===== config.mk =====
export PLATFORM = sky130hd
export DESIGN_NAME = cyclic_code_encode_correct
export DESIGN_NICKNAME = d
export VERILOG_FILES = /design/src/design/cce_pkg.sv /design/src/design/cyclic_code_encode_correct.sv
export SDC_FILE = /design/constraint.sdc
export NUM_CORES = 2
export LEC_CHECK = 0
export BUFFER_PORTS_ARGS = -buffer_cell sky130_fd_sc_hd__buf_2
export CAP_MARGIN = 20
export CORE_ASPECT_RATIO = 1.5
export CORE_MARGIN = 2
export CORE_UTILIZATION = 25
export DETAILED_ROUTE_END_ITERATION = 16
export GPL_ROUTABILITY_DRIVEN = 0
export PLACE_DENSITY = 0.51
export SLEW_MARGIN = 20
export SYNTH_ARGS = -nofsm -noshare
export SYNTH_HDL_FRONTEND = slang
export SYNTH_SLANG_ARGS = --single-unit

===== constraint.sdc =====
create_clock -name clk_i -period 20.6 [get_ports clk_i]
set_input_delay 3.09 -clock clk_i [delete_from_list [all_inputs] [get_ports clk_i]]
set_output_delay 3.09 -clock clk_i [all_outputs]
set_load 0.01 [all_outputs]

===== src/design/cce_pkg.sv =====
// ----------------------------------------------------------------------------
// Cyclic code package
// Widths and codes shared by the encoder and its checker, and the encoder's remainder step.
// ----------------------------------------------------------------------------
`default_nettype none

package cce_pkg;

  localparam int unsigned WordW        = 32;
  localparam int unsigned SynW         = 16;
  localparam int unsigned GenW         = 17;
  localparam int unsigned LenW         = 6;
  localparam int unsigned PosW         = 5;
  localparam int unsigned CfgIdxW      = 2;
  localparam int unsigned CfgDataW     = 17;
  localparam int unsigned ChunkSize    = 8;
  localparam int unsigned NumChunks    = WordW / ChunkSize;
  localparam int unsigned SettleCycles = NumChunks;
  localparam int unsigned SettleW      = $clog2(SettleCycles + 1);
  localparam int unsigned OutDataW     = ((WordW + SynW + PosW + 2 + 7) / 8) * 8;

  localparam logic [GenW-1:0] GenPolyReset = GenW'(11);
  localparam logic [LenW-1:0] CodeLenReset = LenW'(7);

  typedef logic [SynW-1:0] syn_t;
  typedef logic [GenW-1:0] gen_t;
  typedef logic [WordW-1:0] word_t;

  typedef enum logic [CfgIdxW-1:0] {
    CfgGenPoly = 2'd0,
    CfgCodeLen = 2'd1
  } cfg_idx_e;

  typedef enum logic {
    OpEncode  = 1'b0,
    OpCorrect = 1'b1
  } op_e;

  // Remainder of x times a remainder, reduced by the generator.
  function automatic syn_t next_rem(syn_t rem, gen_t gen, gen_t top);
    gen_t t;
    t = {rem, 1'b0};
    if ((t & top) != '0) begin
      t = t ^ gen;
    end
    return t[SynW-1:0];
  endfunction

endpackage

`default_nettype wire


===== src/design/cyclic_code_encode_correct.sv =====
// ----------------------------------------------------------------------------
// Cyclic code encoder and single-bit corrector
// Systematic encoding and syndrome-based single error correction, pipelined.
// ----------------------------------------------------------------------------
// Items enter on the s_axis channel: data_word in tdata, opcode in tuser;
// bits at and above the code length are cleared. Opcode encode returns the
// word XOR its remainder modulo the generator; opcode correct returns the
// syndrome and flips the lowest bit position whose remainder equals it, or
// flags the word as uncorrectable. Results leave on m_axis; the generator and
// code length are written on the cfg channel, which always accepts.
// One item is accepted per cycle while no stall holds the pipeline and the
// table has settled; the edge that accepts an item loads the first of the
// mask, syndrome, match and select stages, and the select stage offers it.
// The table of per-position remainders is rebuilt by a chain of four
// registered groups of eight positions, so input is held off by a settle
// counter after reset and after every configuration write.
// When the receiver stalls, full stages hold through the combinational chain
// of stage enables; bubbles still fill, and nothing is lost or repeated.
// Reset loads generator 11 and length 7 and empties the pipeline.
// ----------------------------------------------------------------------------
`default_nettype none

module cyclic_code_encode_correct (
  input  logic                          clk_i,
  input  logic                          rst_ni,
  input  logic                          cfg_valid_i,
  output logic                          cfg_ready_o,
  input  logic [cce_pkg::CfgIdxW-1:0]   cfg_index_i,
  input  logic [cce_pkg::CfgDataW-1:0]  cfg_data_i,
  input  logic                          s_axis_tvalid,
  output logic                          s_axis_tready,
  // data_word[31:0]
  input  logic [cce_pkg::WordW-1:0]     s_axis_tdata,
  // opcode[0]
  input  logic                          s_axis_tuser,
  output logic                          m_axis_tvalid,
  input  logic                          m_axis_tready,
  // result_word[31:0], syndrome[47:32], error_position[52:48],
  // was_corrected[53], uncorrectable[54], zero fill[55]
  output logic [cce_pkg::OutDataW-1:0]  m_axis_tdata
);

  localparam int unsigned WordW = cce_pkg::WordW;
  localparam int unsigned SynW  = cce_pkg::SynW;
  localparam int unsigned PosW  = cce_pkg::PosW;
  localparam int unsigned LenW  = cce_pkg::LenW;
  localparam int unsigned Half  = WordW / 2;

  cce_pkg::gen_t              gen_q, top_q, top_d;
  logic [LenW-1:0]            len_q;
  cce_pkg::word_t             mask_q, mask_d;
  cce_pkg::syn_t              tab_q [WordW];
  cce_pkg::syn_t              tab_d [WordW];
  cce_pkg::syn_t              seed;
  logic [cce_pkg::SettleW-1:0] settle_q, settle_d;
  logic                       cfg_we;

  logic             en1, en2, en3, en4;
  logic             v1_q, v2_q, v3_q, v4_q;
  cce_pkg::op_e     op1_q, op2_q, op3_q;
  cce_pkg::word_t   w1_q, w2_q, w3_q;
  cce_pkg::syn_t    plo_q, phi_q, plo_d, phi_d;
  cce_pkg::syn_t    syn3_q, syn3_d;
  cce_pkg::word_t   match3_q, match3_d;
  cce_pkg::word_t   res_q, res_d, low_sel;
  cce_pkg::syn_t    syn_q;
  logic [PosW-1:0]  pos_q, pos_d;
  logic             corr_q, corr_d, unc_q, unc_d;

  assign cfg_ready_o = 1'b1;
  assign cfg_we      = cfg_valid_i && cfg_ready_o;

  always_ff @(posedge clk_i or negedge rst_ni) begin
    if (!rst_ni) begin
      gen_q    <= cce_pkg::GenPolyReset;
      len_q    <= cce_pkg::CodeLenReset;
      settle_q <= cce_pkg::SettleW'(cce_pkg::SettleCycles);
    end else begin
      settle_q <= settle_d;
      if (cfg_we) begin
        unique case (cfg_index_i)
          cce_pkg::CfgGenPoly: gen_q <= cfg_data_i[cce_pkg::GenW-1:0];
          cce_pkg::CfgCodeLen: len_q <= cfg_data_i[LenW-1:0];
          default: ;
        endcase
      end
    end
  end

  always_comb begin
    settle_d = settle_q;
    if (cfg_we) begin
      settle_d = cce_pkg::SettleW'(cce_pkg::SettleCycles);
    end else if (settle_q != '0) begin
      settle_d = settle_q - 1'b1;
    end
  end

  always_comb begin
    top_d = '0;
    for (int b = 0; b < int'(cce_pkg::GenW); b++) begin
      if (gen_q[b]) begin
        top_d = '0;
        top_d[b] = 1'b1;
      end
    end
    for (int i = 0; i < int'(WordW); i++) begin
      mask_d[i] = (LenW'(i) < len_q);
    end
  end

  // A generator of degree zero, or none at all, leaves every remainder zero.
  assign seed = (top_q[0] || top_q == '0) ? '0 : SynW'(1);

  always_comb begin
    tab_d[0] = seed;
    for (int i = 1; i < int'(WordW); i++) begin
      if ((i & (int'(cce_pkg::ChunkSize) - 1)) == 0) begin
        tab_d[i] = cce_pkg::next_rem(tab_q[i-1], gen_q, top_q);
      end else begin
        tab_d[i] = cce_pkg::next_rem(tab_d[i-1], gen_q, top_q);
      end
    end
  end

  always_ff @(posedge clk_i) begin
    top_q  <= top_d;
    mask_q <= mask_d;
    tab_q  <= tab_d;
  end

  assign en4 = !v4_q || m_axis_tready;
  assign en3 = !v3_q || en4;
  assign en2 = !v2_q || en3;
  assign en1 = !v1_q || en2;
  assign s_axis_tready = en1 && (settle_q == '0);

  always_comb begin
    plo_d = '0;
    phi_d = '0;
    for (int i = 0; i < int'(Half); i++) begin
      if (w1_q[i]) begin
        plo_d = plo_d ^ tab_q[i];
      end
      if (w1_q[i+Half]) begin
        phi_d = phi_d ^ tab_q[i+Half];
      end
    end
  end

  always_comb begin
    syn3_d = plo_q ^ phi_q;
    for (int i = 0; i < int'(WordW); i++) begin
      match3_d[i] = mask_q[i] && (tab_q[i] == syn3_d) && (syn3_d != '0) &&
                    (op2_q == cce_pkg::OpCorrect);
    end
  end

  always_comb begin
    pos_d = '0;
    for (int i = int'(WordW) - 1; i >= 0; i--) begin
      if (match3_q[i]) begin
        pos_d = PosW'(i);
      end
    end
    low_sel = match3_q & (~match3_q + 1'b1);
    corr_d  = (match3_q != '0);
    unc_d   = (op3_q == cce_pkg::OpCorrect) && (syn3_q != '0) && !corr_d;
    if (op3_q == cce_pkg::OpEncode) begin
      res_d = w3_q ^ {{(WordW-SynW){1'b0}}, syn3_q};
    end else begin
      res_d = w3_q ^ low_sel;
    end
  end

  always_ff @(posedge clk_i or negedge rst_ni) begin
    if (!rst_ni) begin
      v1_q <= 1'b0;
      v2_q <= 1'b0;
      v3_q <= 1'b0;
      v4_q <= 1'b0;
    end else begin
      if (en1) v1_q <= s_axis_tvalid && s_axis_tready;
      if (en2) v2_q <= v1_q;
      if (en3) v3_q <= v2_q;
      if (en4) v4_q <= v3_q;
    end
  end

  always_ff @(posedge clk_i) begin
    if (en1) begin
      op1_q <= cce_pkg::op_e'(s_axis_tuser);
      w1_q  <= s_axis_tdata & mask_q;
    end
    if (en2) begin
      op2_q <= op1_q;
      w2_q  <= w1_q;
      plo_q <= plo_d;
      phi_q <= phi_d;
    end
    if (en3) begin
      op3_q    <= op2_q;
      w3_q     <= w2_q;
      syn3_q   <= syn3_d;
      match3_q <= match3_d;
    end
    if (en4) begin
      res_q  <= res_d;
      syn_q  <= syn3_q;
      pos_q  <= pos_d;
      corr_q <= corr_d;
      unc_q  <= unc_d;
    end
  end

  assign m_axis_tvalid = v4_q;
  assign m_axis_tdata  = {{(cce_pkg::OutDataW - WordW - SynW - PosW - 2){1'b0}},
                          unc_q, corr_q, pos_q, syn_q, res_q};

endmodule

`default_nettype wire


---- After elaboration in Yosys (flattened, before gate mapping) ----
Index checks and enable logic that the tools add are counted.
word-level totals
  RAM bits ................................ 0
  ROM bits ................................ 0
  latch bits .............................. 0
  logic and storage cells ................. 528
  memories kept ........................... 0
  output and inout bits ................... 59
  input port bits ......................... 57
  flip-flop bits (word level) ............. 810
cells by class
  bitwise logic cells ..................... 98
  mux-type cells .......................... 114
  order comparisons ....................... 32
  reduce and logical (&&, ||, !) cells .... 170
  $mul .................................... 0
  divide/modulo/power cells ............... 0
  add/sub/neg operators ................... 2
  shift operators ......................... 0
  equal/unequal tests ..................... 33
operator list
  cell                                                       count
  2-to-1 mux 16 bit                                          63
  XOR 16 bit                                                 61
  nonzero test 17 bit                                        31
  bitwise AND 17 bit                                         30
  == test 16 bit                                             31
  logical AND 1 bit                                          100
  less-than comparator 5 x 6 -> 1 bit, first input constant  16
  2-to-1 mux 5 bit                                           17
  bitwise AND 32 bit                                         2
  less-than comparator 4 x 6 -> 1 bit, first input constant  8
  2-to-1 mux 4 bit                                           9
  adder 32 x 1 -> 32 bit, second input constant              1
  2-to-1 mux 32 bit                                          1
  NOT 32 bit                                                 1
  nonzero test 16 bit                                        2
  nonzero test 32 bit                                        1
  OR reduction 16 bit                                        2
  XOR 32 x 16 -> 32 bit                                      1
  XOR 32 bit                                                 1
  less-than comparator 3 x 6 -> 1 bit, first input constant  4
  2-to-1 mux 3 bit                                           7
  bitwise AND 2 x 17 -> 17 bit                               1
  zero test 17 bit                                           1
  == test 1 x 16 -> 1 bit                                    1
  38 further kinds                                           57

---- Longest topological paths before layout ----
  depth in word-level cells ............... 31
  mapped depth ............................ 42
  depth with buffers taken out ............ 32

---- Worst setup path before layout ----
Ideal clock, no wire load.
  path kind ............................... reg2reg
  start point ............................. register top_q[1]
  end point ............................... register tab_q[12] (netlist name)
  path buffers ............................ 6
  path slack .............................. 11.229 ns
  clock period less this slack ............ 9.371 ns
  arrival time ............................ 9.244 ns
  stages on the path, launching flop included .. 37
  library setup time ...................... 0.127 ns
  data required time ...................... 20.473 ns
  path through ............................ dfxtp_1 buf_6 a22o_2 a221oi_2 nand4_4 buf_6 a221o_1 a221oi_2 buf_6 a41oi_4 xnor2_2 inv_2 a222oi_1 o2111a_2 a21oi_1 mux2_1 a2111o_1 a2111o_1 o21ai_1 xor2_1 inv_2 a222oi_1 and4_1 clkbuf_1 a21oi_2 xnor2_2 a2111oi_4 nand4_1 mux2i_1 a2111oi_0 clkbuf_1 a41oi_1 mux2i_1 a2111oi_2 buf_4 a41oi_1 xor2_1
RTL lines
  item                    line                               RTL
  start, declared         cyclic_code_encode_correct.sv:49   cce_pkg::gen_t gen_q, top_q, top_d;
  start signal, assigned  cyclic_code_encode_correct.sv:127  top_q <= top_d;
  end signal, assigned    cyclic_code_encode_correct.sv:129  tab_q <= tab_d;
  end, declared           cyclic_code_encode_correct.sv:52   cce_pkg::syn_t tab_q [WordW];

==> summary.md <==
| Metric | Value |
|---|---|
| Status | finished, final reports clean |
| Drt initial violations | around 5700 |
| Post-CTS Resized | 0 |
| Chip width | about 360 um |
| Clock Tree Buf Depth | 3 |
| Clock transition at path regs | around 0.07 ns |
| Met3 WL | approximately 27000 um |
| Vias in the first global route | ~42000 |
| Worst setup EP type | flip-flop |
| Achievable Freq | 72.3 MHz |
| Capturing point of the worst reg2reg path | tab_q[133] |
| Worst setup slack after layout | just under 7 ns |
| Synth cell types | 111 |
| Final period util | 67.2% |
| Worst path required time | 21.17 ns |
| DR WL met2 | between 100000 and 150000 um |
| Port bufs | around 110 |
| Hold slack | 0.412 ns |
| Pins Over Slew Limit | 0 |
| Area growth, synth to finish | 13.3% |
| Vias post-DR | 43200 |
| Crit-path max FO | 19 |
| R2r startpoint | top_q[5] |
| First drt pass iteration count | 10 |
| Die Ht | 543 um |
| Fin cells | 7829 |
| CP max stage cell | nor4b_4 |
| Clock Skew | ~0.029 ns |
| MaxCap Viol Count | 0 |
| Crit path DAT | between 10 and 15 ns |
| Area of the multi-input gates | 28000 um2 |
| Hold Vio Cnt, Final | 0 |
| Clock buffer count from CTS | between 70 and 80 |
| Grt ovf | 0 |
| Clk root buf | clkbuf_16 |
| Placed cell count | 7669 |
| Slew HR | about an eighth |
| Setup WS pre-CTS | ~7.5 ns |
| M1 wire length | 86900 um |
| #FFs+latches synth | ~800 |
| CTS H-Tree Depth | 3 |
| Critical path type | reg2reg |
| Post-synth ARST share | under 10% |
| Largest net degree at the start of global routing | roughly 80 |
| Mapped Nets | roughly 5300 |
| Hold Crit Class | reg2reg |
| Most frequent cells in the layout | 1191 x xnor2_1, 856 x nand2_1, 531 x dfxtp_1, 234 x edfxtp_1, 215 x xor2_1 |
| Min-delay src | w2_q[17] |
| Total track usage | approximately 26% |
| Syn Inst Count | between 5000 and 6000 |
| Slew @ Worst Pin | 1.31 ns |
| Most frequent CP cell | xnor2_1 |
| Post-synth top flop | dfxtp_1 |
| Final HPWL from detailed placement | approximately 190000 um |
| Initial antenna violation count | 19 |
| Post-synth EDFFs | between 200 and 250 |
| R2r setup slk | slightly below 7 ns |
| Share of cells above drive strength 1 | approximately an eighth |
| Wire per inst | around 33 um |
| Slowest cell delay on critical path | 1.00 ns |
| Worst-Skew Late Latency | approximately 0.70 ns |
| FP Rows | between 150 and 200 |
| Minimum clock period | ~14 ns |
| CTS tree | built |
| I/O pins | 116 |
| Die area | roughly 200000 um2 |
| Syn Area/Cell | 9.27 um2 |
| WL final | 262000 um |
| Top sig layer | met5 |
| Synthesis Warnings | 0 |
| Most common cell after layout, fill and taps aside | xnor2_1 |
| Hold depth | 0 |
| Drc violations | 0 |
| Core ar. | just under 200000 um2 |
| Global-route wire length before repair | roughly 350000 um |
| Sequential share of the synthesized area | roughly two fifths |
| Initial core utilization | around a quarter |
| Detail Route Antenna Nets | 0 |
| Final setup violating endpoints | 0 |
| Mapped Area | about 48000 um2 |
| Vias per cell | roughly 5.5 |
| Startpoint types | flip-flop |
| Setup Buffers After CTS | 0 |
| Worst-case reg-to-reg path depth | 32 |
| # hold bufs at CTS | 0 |
| Hold path endpoint | w3_q[17] |
| Unrepaired setup endpoints after global routing | false |
| Filler cell count | between 20000 and 25000 |
| Storage cell area | approximately 19000 um2 |
| Clock sink count | slightly above 800 |
| Setup TNS | 0 ns |
| Layout Nets | about 5300 |
==> cell families after synthesis <==
group                    count (synthesis)  synth area share [%]
AND/OR/NAND/NOR                       1652                  16.4
XOR/XNOR                              1433                  26.0
flip-flops                             810                  38.6
AO/OA/AOI/OAI                          738                  11.8
buffers and inverters                  473                  4.59
multiplexers                           118                  2.49
adder cells (fa/ha/maj)                  2                0.0516
other                                    2                0.0155
==> metrics by stage <==
step,utilization [%],instance area [um2]
2_1_floorplan,-,48500
3_3_place_gp,27.1,52100
3_5_place_dp,27.1,52200
4_1_cts,28.5,54800
5_1_grt,28.6,54900
6_report,28.6,54900
==> area by class of cell <==
cell class / instances / area share, %
clock inverters: 48 / 0.859
multi-input cells: 3945 / 50.9
repair buffers: 282 / 3.42
clock buffers: 98 / 3.94
inverters: 148 / 1.01
flip-flops and latches: 810 / 34.1
well taps: 2487 / 5.67
diodes: 11 / 0.0501
==> cell usage after synthesis (71+ instances only) <==
| cell | instances | area share (%) |
|---|---|---|
| xnor2_1 | 1192 | 22 |
| nand2_1 | 857 | 6.6 |
| dfxtp_1 | 546 | 23 |
| edfxtp_1 | 234 | 14 |
| xor2_1 | 232 | 4.2 |
| clkbuf_1 | 212 | 1.6 |
| nor2_1 | 178 | 1.4 |
| o21ai_0 | 155 | 1.6 |
| nand4_1 | 139 | 1.8 |
| inv_1 | 134 | 1.0 |
| mux2i_1 | 100 | 2.1 |
| a21oi_1 | 96 | 0.99 |
| a41oi_1 | 81 | 1.5 |
| a22oi_1 | 71 | 1.1 |
| nand2b_1 | 71 | 0.92 |
==> metal layers <==
layer	global-route usage (%)	vias up
met5	0.0490	-
met4	23.9	12
met3	7.22	1285
met2	41.5	3337
met1	27.1	20600
li1	-	18000
==> worst max path at each step <==
stage | startpoint | end | slack [ns] | cells past startpoint
floorplan | top_q[1] | tab_q[12] | 11.23 | 36
global placement | top_q[5] | tab_q[133] | 7.09 | 31
detailed placement | top_q[5] | tab_q[133] | 7.47 | 31
CTS | top_q[5] | tab_q[133] | 7.35 | 31
global route | top_q[5] | tab_q[133] | 6.32 | 32
finish | top_q[5] | tab_q[133] | 6.77 | 32
==> worst max-delay path, delay by kind of cell, from the launching register on <==
kind | cells | cell delay, ns
multiplexers | 1 | 0.24
flip-flops | 1 | 0.52
buffers and inverters | 3 | 0.72
AO/OA/AOI/OAI | 18 | 7.64
AND/OR/NAND/NOR | 5 | 2.62
XOR/XNOR | 5 | 1.94
==> state kept, by name (all words and copies together), names as in the netlist, 17 cells and up <==
| name | count |
|---|---|
| w2_q | 32 |
| mask_q | 32 |
| gen_q | 17 |
| w3_q | 32 |
| match3_q | 32 |
| top_q | 17 |
| res_q | 32 |
| tab_q | 497 |
| w1_q | 32 |
Power is not shown: default switching activity piles up to over one toggle a cycle in this logic, so the estimate is an artifact.
